===== config.mk =====
export PLATFORM = sky130hd
export DESIGN_NAME = length_prefixed_frame_parser_core_flat
export DESIGN_NICKNAME = d
export VERILOG_FILES = /design/src/design/lpfp_pkg.sv /design/src/design/lpfp_in_if.sv /design/src/design/lpfp_out_if.sv /design/src/design/lpfp_parse.sv /design/src/design/lpfp_out_reg.sv /design/src/design/length_prefixed_frame_parser_core.sv /design/src/flat_wrapper.sv
export SDC_FILE = /design/constraint.sdc
export NUM_CORES = 1
export LEC_CHECK = 0
export ABC_AREA = 1
export BUFFER_PORTS_ARGS = -buffer_cell sky130_fd_sc_hd__buf_2
export CORE_MARGIN = 1.5
export CORE_UTILIZATION = 62
export CTS_CLUSTER_SIZE = 25
export DETAILED_ROUTE_END_ITERATION = 8
export GPL_ROUTABILITY_DRIVEN = 0
export HOLD_SLACK_MARGIN = 0.12
export PLACE_DENSITY = 0.88
export SYNTH_ARGS = -nofsm -noshare
export SYNTH_HDL_FRONTEND = slang
export SYNTH_HIERARCHICAL = 1
export SYNTH_SLANG_ARGS = --single-unit

===== constraint.sdc =====
create_clock -name clk -period 4.3 [get_ports clk]
set_input_delay 0.43 -clock clk [delete_from_list [all_inputs] [get_ports clk]]
set_output_delay 0.43 -clock clk [all_outputs]
set_load 0.1 [all_outputs]

===== src/design/lpfp_pkg.sv =====
// ----------------------------------------------------------------------------
// lpfp_pkg
// Shared types and constants of the length-prefixed frame parser.
// ----------------------------------------------------------------------------
package lpfp_pkg;

  localparam int LENGTH_BITS      = 16;
  localparam int MAX_LENGTH_CHARS = 10;
  localparam int DIGIT_CNT_BITS   = 4;
  localparam int FIELD_BITS       = 2;

  localparam logic [FIELD_BITS-1:0] FIELD_SAT = 2'd3;

  localparam logic [7:0] CH_LBRACE = 8'h7B;
  localparam logic [7:0] CH_RBRACE = 8'h7D;
  localparam logic [7:0] CH_L      = 8'h4C;
  localparam logic [7:0] CH_C      = 8'h43;
  localparam logic [7:0] CH_0      = 8'h30;
  localparam logic [7:0] CH_9      = 8'h39;

  localparam logic [1:0] KIND_BYTE  = 2'd0;
  localparam logic [1:0] KIND_EMPTY = 2'd1;
  localparam logic [1:0] KIND_END   = 2'd2;

  typedef struct packed {
    logic [1:0] kind;
    logic [1:0] field_index;
    logic [7:0] data_byte;
    logic       last_of_field;
  } result_t;

endpackage


===== src/design/lpfp_in_if.sv =====
// ----------------------------------------------------------------------------
// lpfp_in_if
// Byte channel into the parser: valid/ready with one raw byte.
// ----------------------------------------------------------------------------
interface lpfp_in_if;
  logic       valid;
  logic       ready;
  logic [7:0] in_byte;

  modport source (output valid, output in_byte, input ready);
  modport sink (input valid, input in_byte, output ready);
endinterface


===== src/design/lpfp_out_if.sv =====
// ----------------------------------------------------------------------------
// lpfp_out_if
// Result channel of the parser: valid/ready with one tagged result.
// ----------------------------------------------------------------------------
interface lpfp_out_if;
  logic       valid;
  logic       ready;
  logic [1:0] kind;
  logic [1:0] field_index;
  logic [7:0] data_byte;
  logic       last_of_field;

  modport source (output valid, output kind, output field_index, output data_byte,
                  output last_of_field, input ready);
  modport sink (input valid, input kind, input field_index, input data_byte,
                input last_of_field, output ready);
endinterface


===== src/design/lpfp_parse.sv =====
// ----------------------------------------------------------------------------
// lpfp_parse
// Parse state and the combinational next-state / result logic for one byte.
// ----------------------------------------------------------------------------
module lpfp_parse (
  input  logic                 clk,
  input  logic                 rst_n,
  input  logic                 step,
  input  logic [7:0]           byte_in,
  output logic                 res_valid,
  output lpfp_pkg::result_t    res
);

  localparam logic [1:0] PH_WAIT    = 2'd0;
  localparam logic [1:0] PH_HEADER  = 2'd1;
  localparam logic [1:0] PH_DIGITS  = 2'd2;
  localparam logic [1:0] PH_PAYLOAD = 2'd3;

  localparam int LB = lpfp_pkg::LENGTH_BITS;
  localparam int WB = LB + 4;
  localparam logic [LB-1:0] LEN_MAX = {LB{1'b1}};

  logic [1:0]                          phase_r, phase_nxt;
  logic [LB-1:0]                       length_r, length_nxt;
  logic [LB-1:0]                       left_r, left_nxt;
  logic [lpfp_pkg::DIGIT_CNT_BITS-1:0] dcnt_r, dcnt_nxt;
  logic                                dstop_r, dstop_nxt;
  logic [lpfp_pkg::FIELD_BITS-1:0]     field_r, field_nxt;

  logic                                do_end;
  logic                                do_start;
  logic                                do_bump;
  logic                                is_digit;
  logic [WB-1:0]                       acc;
  logic [lpfp_pkg::DIGIT_CNT_BITS-1:0] dcnt_inc;
  logic [LB-1:0]                       left_dec;

  assign is_digit = byte_in inside {[lpfp_pkg::CH_0 : lpfp_pkg::CH_9]};
  // length * 10 + digit, kept wide enough to see the overflow
  assign acc = ({4'd0, length_r} << 3) + ({4'd0, length_r} << 1)
             + {{(WB-8){1'b0}}, byte_in - lpfp_pkg::CH_0};
  assign dcnt_inc = dcnt_r + 1'b1;
  assign left_dec = (left_r != '0) ? left_r - 1'b1 : left_r;

  always_comb begin
    phase_nxt  = phase_r;
    length_nxt = length_r;
    left_nxt   = left_r;
    dcnt_nxt   = dcnt_r;
    dstop_nxt  = dstop_r;
    field_nxt  = field_r;
    res_valid  = 1'b0;
    res        = '0;
    do_end     = 1'b0;
    do_start   = 1'b0;
    do_bump    = 1'b0;

    case (phase_r)
      PH_WAIT: begin
        if (byte_in == lpfp_pkg::CH_LBRACE) begin
          phase_nxt  = PH_HEADER;
          length_nxt = '0;
          left_nxt   = '0;
          dcnt_nxt   = '0;
          dstop_nxt  = 1'b0;
          field_nxt  = '0;
        end
      end
      PH_HEADER: begin
        if (byte_in == lpfp_pkg::CH_RBRACE) begin
          do_end = 1'b1;
        end else if (byte_in == lpfp_pkg::CH_L) begin
          phase_nxt  = PH_DIGITS;
          length_nxt = '0;
          dcnt_nxt   = '0;
          dstop_nxt  = 1'b0;
        end else if (byte_in == lpfp_pkg::CH_C) begin
          do_start = 1'b1;
        end
      end
      PH_DIGITS: begin
        if (byte_in == lpfp_pkg::CH_RBRACE) begin
          do_end = 1'b1;
        end else if (byte_in == lpfp_pkg::CH_C) begin
          do_start = 1'b1;
        end else begin
          if (!dstop_r && is_digit) begin
            length_nxt = (acc[WB-1:LB] != '0) ? LEN_MAX : acc[LB-1:0];
          end else begin
            dstop_nxt = 1'b1;
          end
          dcnt_nxt = dcnt_inc;
          if (dcnt_inc >= lpfp_pkg::DIGIT_CNT_BITS'(lpfp_pkg::MAX_LENGTH_CHARS)) begin
            phase_nxt = PH_HEADER;
          end
        end
      end
      default: begin
        left_nxt = left_dec;
        if (left_dec == '0) begin
          phase_nxt = PH_HEADER;
          do_bump   = 1'b1;
        end
        if (field_r != lpfp_pkg::FIELD_SAT) begin
          res_valid         = 1'b1;
          res.kind          = lpfp_pkg::KIND_BYTE;
          res.field_index   = field_r;
          res.data_byte     = byte_in;
          res.last_of_field = (left_r <= LB'(1));
        end
      end
    endcase

    if (do_end) begin
      phase_nxt = PH_WAIT;
      field_nxt = '0;
      left_nxt  = '0;
      res_valid = 1'b1;
      res.kind  = lpfp_pkg::KIND_END;
    end

    if (do_start) begin
      if (length_r == '0) begin
        // empty field: one marker unless the field count is saturated, nothing more consumed
        phase_nxt = PH_HEADER;
        do_bump   = 1'b1;
        if (field_r != lpfp_pkg::FIELD_SAT) begin
          res_valid         = 1'b1;
          res.kind          = lpfp_pkg::KIND_EMPTY;
          res.field_index   = field_r;
          res.last_of_field = 1'b1;
        end
      end else begin
        left_nxt  = length_r;
        phase_nxt = PH_PAYLOAD;
      end
    end

    if (do_bump && field_r != lpfp_pkg::FIELD_SAT) begin
      field_nxt = field_r + 1'b1;
    end
  end

  always_ff @(posedge clk) begin
    if (!rst_n) begin
      phase_r  <= PH_WAIT;
      length_r <= '0;
      left_r   <= '0;
      dcnt_r   <= '0;
      dstop_r  <= 1'b0;
      field_r  <= '0;
    end else if (step) begin
      phase_r  <= phase_nxt;
      length_r <= length_nxt;
      left_r   <= left_nxt;
      dcnt_r   <= dcnt_nxt;
      dstop_r  <= dstop_nxt;
      field_r  <= field_nxt;
    end
  end

`ifndef SYNTHESIS
  a_payload_nonzero: assert property (@(posedge clk) disable iff (!rst_n)
    phase_r == PH_PAYLOAD |-> left_r != '0)
    else $error("payload phase with no bytes left");

  a_wait_no_fields: assert property (@(posedge clk) disable iff (!rst_n)
    phase_r == PH_WAIT |-> field_r == '0)
    else $error("field count not cleared outside a frame");

  a_digit_bound: assert property (@(posedge clk) disable iff (!rst_n)
    phase_r == PH_DIGITS
      |-> dcnt_r < lpfp_pkg::DIGIT_CNT_BITS'(lpfp_pkg::MAX_LENGTH_CHARS))
    else $error("length character count past its limit");

  a_end_leaves_frame: assert property (@(posedge clk) disable iff (!rst_n)
    step && res_valid && res.kind == lpfp_pkg::KIND_END |=> phase_r == PH_WAIT)
    else $error("frame end did not return to waiting");
`endif

endmodule


===== src/design/lpfp_out_reg.sv =====
// ----------------------------------------------------------------------------
// lpfp_out_reg
// Result register: holds one result until the sink takes the transfer.
// ----------------------------------------------------------------------------
module lpfp_out_reg (
  input  logic               clk,
  input  logic               rst_n,
  input  logic               load,
  input  lpfp_pkg::result_t  res,
  output logic               free,
  lpfp_out_if.source         out_if
);

  logic              valid_r;
  lpfp_pkg::result_t data_r;

  assign free = !valid_r || out_if.ready;

  always_ff @(posedge clk) begin
    if (!rst_n) begin
      valid_r <= 1'b0;
    end else if (free) begin
      valid_r <= load;
    end
  end

  always_ff @(posedge clk) begin
    if (free && load) begin
      data_r <= res;
    end
  end

  assign out_if.valid         = valid_r;
  assign out_if.kind          = data_r.kind;
  assign out_if.field_index   = data_r.field_index;
  assign out_if.data_byte     = data_r.data_byte;
  assign out_if.last_of_field = data_r.last_of_field;

endmodule


===== src/design/length_prefixed_frame_parser_core.sv =====
// ----------------------------------------------------------------------------
// length_prefixed_frame_parser_core
// Parses {L<len>C<payload>...} frames and emits tagged payload bytes and markers.
// A byte taken in is held in the input register, and its result in the result register.
// Throughput: one byte per cycle while no waiting result holds it back.
// A waiting result holds back only a byte that gives a result; others still advance.
// Reset (synchronous, active low) empties both registers and waits for '{'.
// ----------------------------------------------------------------------------
module length_prefixed_frame_parser_core (
  input  logic        clk,
  input  logic        rst_n,
  lpfp_in_if.sink     in_if,
  lpfp_out_if.source  out_if
);

  logic              in_valid_r;
  logic [7:0]        in_byte_r;
  logic              step;
  logic              res_valid;
  lpfp_pkg::result_t res;
  logic              out_free;

  // advance a byte with no result even when the output is blocked
  assign step        = in_valid_r && (out_free || !res_valid);
  assign in_if.ready = !in_valid_r || step;

  always_ff @(posedge clk) begin
    if (!rst_n) begin
      in_valid_r <= 1'b0;
    end else if (in_if.ready) begin
      in_valid_r <= in_if.valid;
    end
  end

  always_ff @(posedge clk) begin
    if (in_if.ready && in_if.valid) begin
      in_byte_r <= in_if.in_byte;
    end
  end

  lpfp_parse u_parse (
    .clk       (clk),
    .rst_n     (rst_n),
    .step      (step),
    .byte_in   (in_byte_r),
    .res_valid (res_valid),
    .res       (res)
  );

  lpfp_out_reg u_out (
    .clk    (clk),
    .rst_n  (rst_n),
    .load   (step && res_valid),
    .res    (res),
    .free   (out_free),
    .out_if (out_if)
  );

endmodule


===== src/flat_wrapper.sv =====
// flat-port wrapper written by rule: the top's interface ports become plain ports
module length_prefixed_frame_parser_core_flat 
  (clk, rst_n, in_if_valid, in_if_in_byte, in_if_ready, out_if_valid, out_if_kind, out_if_field_index, out_if_data_byte, out_if_last_of_field, out_if_ready);
  lpfp_in_if in_if_i ();
  lpfp_out_if out_if_i ();
  input  logic clk;
  input  logic rst_n;
  input wire logic [$bits(in_if_i.valid)-1:0] in_if_valid;
  input wire logic [$bits(in_if_i.in_byte)-1:0] in_if_in_byte;
  output wire logic [$bits(in_if_i.ready)-1:0] in_if_ready;
  output wire logic [$bits(out_if_i.valid)-1:0] out_if_valid;
  output wire logic [$bits(out_if_i.kind)-1:0] out_if_kind;
  output wire logic [$bits(out_if_i.field_index)-1:0] out_if_field_index;
  output wire logic [$bits(out_if_i.data_byte)-1:0] out_if_data_byte;
  output wire logic [$bits(out_if_i.last_of_field)-1:0] out_if_last_of_field;
  input wire logic [$bits(out_if_i.ready)-1:0] out_if_ready;
  assign in_if_i.valid = in_if_valid;
  assign in_if_i.in_byte = in_if_in_byte;
  assign in_if_ready = in_if_i.ready;
  assign out_if_valid = out_if_i.valid;
  assign out_if_kind = out_if_i.kind;
  assign out_if_field_index = out_if_i.field_index;
  assign out_if_data_byte = out_if_i.data_byte;
  assign out_if_last_of_field = out_if_i.last_of_field;
  assign out_if_i.ready = out_if_ready;
  length_prefixed_frame_parser_core u_core (.clk(clk), .rst_n(rst_n), .in_if(in_if_i), .out_if(out_if_i));
endmodule

==> qor.yml <==
status: "finished, final reports clean"
clock_latency_ps: 350
irDropWorstVdd_uv: 219
grtUsageTotal: 0.304
syn_nets: 743
synthDistinctLibCells: 47
cap_viol_max_count: 0
drc_errors: 0
core_sq_mm: 0.00773
critPathMaxStageDelay_ps: 510
path_max_fanout: 24
reg2reg_from: "u_core/u_parse/phase_r[0]$_SDFFE_PN0P_"
worstRegToRegCells: 12
grt_antenna_before_repair: 0
hold_end: "u_core/in_byte_r[5]$_DFFE_PP_"
vias: 4765
synth-async-reset-ratio: 0
ctsRootBufferMaster: "clkbuf_8"
r2r-end: "u_core/u_parse/length_r[6]$_SDFFE_PN0P_"
synthFlopType: "dfxtp_1"
area_growth_pct: 8.38
overflow: 0
hold_path_class: "input port to flip-flop"
wire_per_inst_um: 15.1
h-tree-depth: 3
p_leak_uw: 0.00255
synth_seq_cells: 64
drt.antenna.violating_nets: 0
cts-buffers-inserted: 9
fin_crit_ps: 3610
n_fill_cell: 601
ctsHoldBuffers: 0
die_w_um: 92.1
antenna-diode-count: 0
min_path_cells: 1
syn_area_sq_mm: 0.00493
grt_first_pass_wirelength_mm: 20.7
crit_slowest_cell: "inv_1"
syn_avg_cell_area_sq_um: 7.23
finalMaxSlewViolations: 0
seq_area_frac_synth: 0.303
maxSlewHeadroom: 0.588
io_buffers: 26
fp.dieH_um: 92.1
synth_edf_count: 21
dpl.hpwl_mm: 9.57
io_pins: 27
final_nets: 768
fmax_mhz: 277
ctsResizeCount: 0
regArea_sq_mm: 0.00149
dp_cells: 797
start_util: 0.637
critical_path.cell_chain: "ha_1, inv_1, nor2_1, inv_1, nand3_1, a21boi_1, clkinv_1, nor2_1, nand3_2, nor3_4, o21ai_0, o21ai_0"
clkSinkCount: 64
critical_path_class: "flip-flop to flip-flop"
cts_tree: "built"
synth_top_area_frac: 0.175
clock_path_buffers: 2
setup_viol: 0
path_clk_slew_ps: 80
power.density_mw_per_mm2: 270
multi_input_area_sq_mm: 0.00300
worst_slew_pin_slew_ps: 614
hold_violations: 0
end_kind: "flip-flop"
rsz0062_at_grt: "false"
cp.arrival_ps: 3860
synth_warnings: 6
post_route_cells_drive_above_1_share: 0.104
period_share: 0.839
grt_max_degree: 31
fin_cells: 813
drtIter0Drc: 375
fp-row-count: 32
grt_pass1_vias: 4599
start_kind: "flip-flop"
cp.required_ps: 4560
synth_cells: 681
dr.pass1.iters: 6
synthTopCellsByArea: "dfxtp_1 17%, edfxtp_1 13%, ha_1 11%"
min-delay-start: "in_if_in_byte[5]"
r2r_slack_ps: 690
wl_mm: 12.3
synth_top_cell_by_area: "dfxtp_1"
post_cts_buffers: 0
viasPerCell: 5.86
fin_tns_setup_ps: 0
dieArea_sq_mm: 0.00849
clock_skew_ps: 15.5
[stage by stage]
stage          hold WS [ps]  area (sq um)   util  total power (uW)  worst slack, ps
2_1_floorplan           436          4930      -               837             1320
3_3_place_gp            449          5120  0.662               880             1070
3_5_place_dp            464          5120  0.662               889              841
4_1_cts                 246          5340  0.691              1440              777
5_1_grt                 240          5340  0.691              1500              338
6_report                253          5340  0.691              1440              693
[kinds of logic (layout without fill, tap and decap cells)]
group / Yosys count / after routing / share of synthesized area
buffers and inverters: 109 / 139 / 0.0889
AO/OA/AOI/OAI: 158 / 158 / 0.184
XOR/XNOR: 21 / 21 / 0.0373
adder cells (fa/ha/maj): 50 / 50 / 0.136
AND/OR/NAND/NOR: 279 / 279 / 0.251
flip-flops: 64 / 64 / 0.303
[cells in the final DEF, fill, tap and decap left out, types with 21 or more instances in the layout]
master	count
nand2_1	138
inv_1	89
o21ai_0	72
nor2_1	60
ha_1	44
dfxtp_1	43
a21oi_1	43
nand3_1	42
buf_2	26
edfxtp_1	21
[synthesized netlist by cell type, types with 2 or more instances]
library cell	count
nand2_1	138
inv_1	89
o21ai_0	72
nor2_1	60
ha_1	44
a21oi_1	43
dfxtp_1	43
nand3_1	42
edfxtp_1	21
xor2_1	15
a211oi_1	10
nand4_1	9
nor3_1	8
clkbuf_1	7
fa_1	6
o21ai_1	6
xnor2_1	6
nand3b_1	5
nor2_2	5
a21oi_2	4
a31oi_1	4
inv_2	4
o21bai_1	4
a21o_1	3
buf_6	3
nand2_2	3
nand3_2	3
o21ai_2	3
clkinv_1	2
o31ai_1	2
[sequential cells by signal, summed over array words and instances (netlist names)]
register / flops
u_core/u_out/out_if.field_index: 2
u_core/u_parse/dcnt_r: 4
u_core/u_parse/field_r: 2
u_core/u_out/out_if.last_of_field: 1
u_core/u_parse/left_r: 16
u_core/u_out/out_if.data_byte: 8
u_core/u_parse/dstop_r: 1
u_core/in_byte_r: 8
u_core/u_out/out_if.kind: 2
u_core/in_valid_r: 1
u_core/u_out/out_if.valid: 1
u_core/u_parse/phase_r: 2
u_core/u_parse/length_r: 16
[routing by layer]
| metal | vias up | track usage | share of wire |
|---|---|---|---|
| li1 | 2320 | - | - |
| met1 | 2183 | 0.385 | 0.41 |
| met2 | 233 | 0.522 | 0.48 |
| met3 | 29 | 0.0514 | 0.093 |
| met4 | 0 | 0.101 | 0.019 |
| met5 | - | 0 | 0 |
[worst max-delay path, delay by kind of cell, from the launching register on]
| kind | cells | cell delay [ps] |
|---|---|---|
| AOI/OAI and AO/OA | 3 | 560 |
| adders and majority gates | 1 | 380 |
| buffers and inverters | 3 | 1060 |
| DFF | 1 | 340 |
| and+or+nand+nor | 5 | 1160 |
[worst max path at each step]
stage | startpoint | endpoint | slack, ps
floorplan | u_core/in_byte_r[4]$_DFFE_PP_ | u_core/u_parse/length_r[11]$_SDFFE_PN0P_ | 1320
global placement | u_core/u_parse/phase_r[0]$_SDFFE_PN0P_ | u_core/u_parse/length_r[1]$_SDFFE_PN0P_ | 1070
detailed placement | u_core/u_parse/phase_r[0]$_SDFFE_PN0P_ | u_core/u_parse/length_r[12]$_SDFFE_PN0P_ | 840
CTS | u_core/u_parse/phase_r[0]$_SDFFE_PN0P_ | u_core/u_parse/length_r[6]$_SDFFE_PN0P_ | 780
global route | u_core/u_parse/phase_r[0]$_SDFFE_PN0P_ | u_core/u_parse/length_r[6]$_SDFFE_PN0P_ | 340
finish | u_core/u_parse/phase_r[0]$_SDFFE_PN0P_ | u_core/u_parse/length_r[6]$_SDFFE_PN0P_ | 690
[final cells by class]
class,count,share of cell area
Clock buffer,10,0.0279
Multi-Input combinational cell,508,0.561
Sequential cell,64,0.279
Tap cell,102,0.0239
Inverter,95,0.0668
Timing Repair Buffer,28,0.0272
Clock inverter,6,0.0136
[power by group]
| part | internal, uW | total [uW] | switching (uW) |
|---|---|---|---|
| clock network | 309 | 560 | 251 |
| logic | 74.3 | 222 | 148 |
| registers | 638 | 661 | 22.4 |
| total | 1020 | 1440 | 422 |
Power figures use the tool's default switching activity.
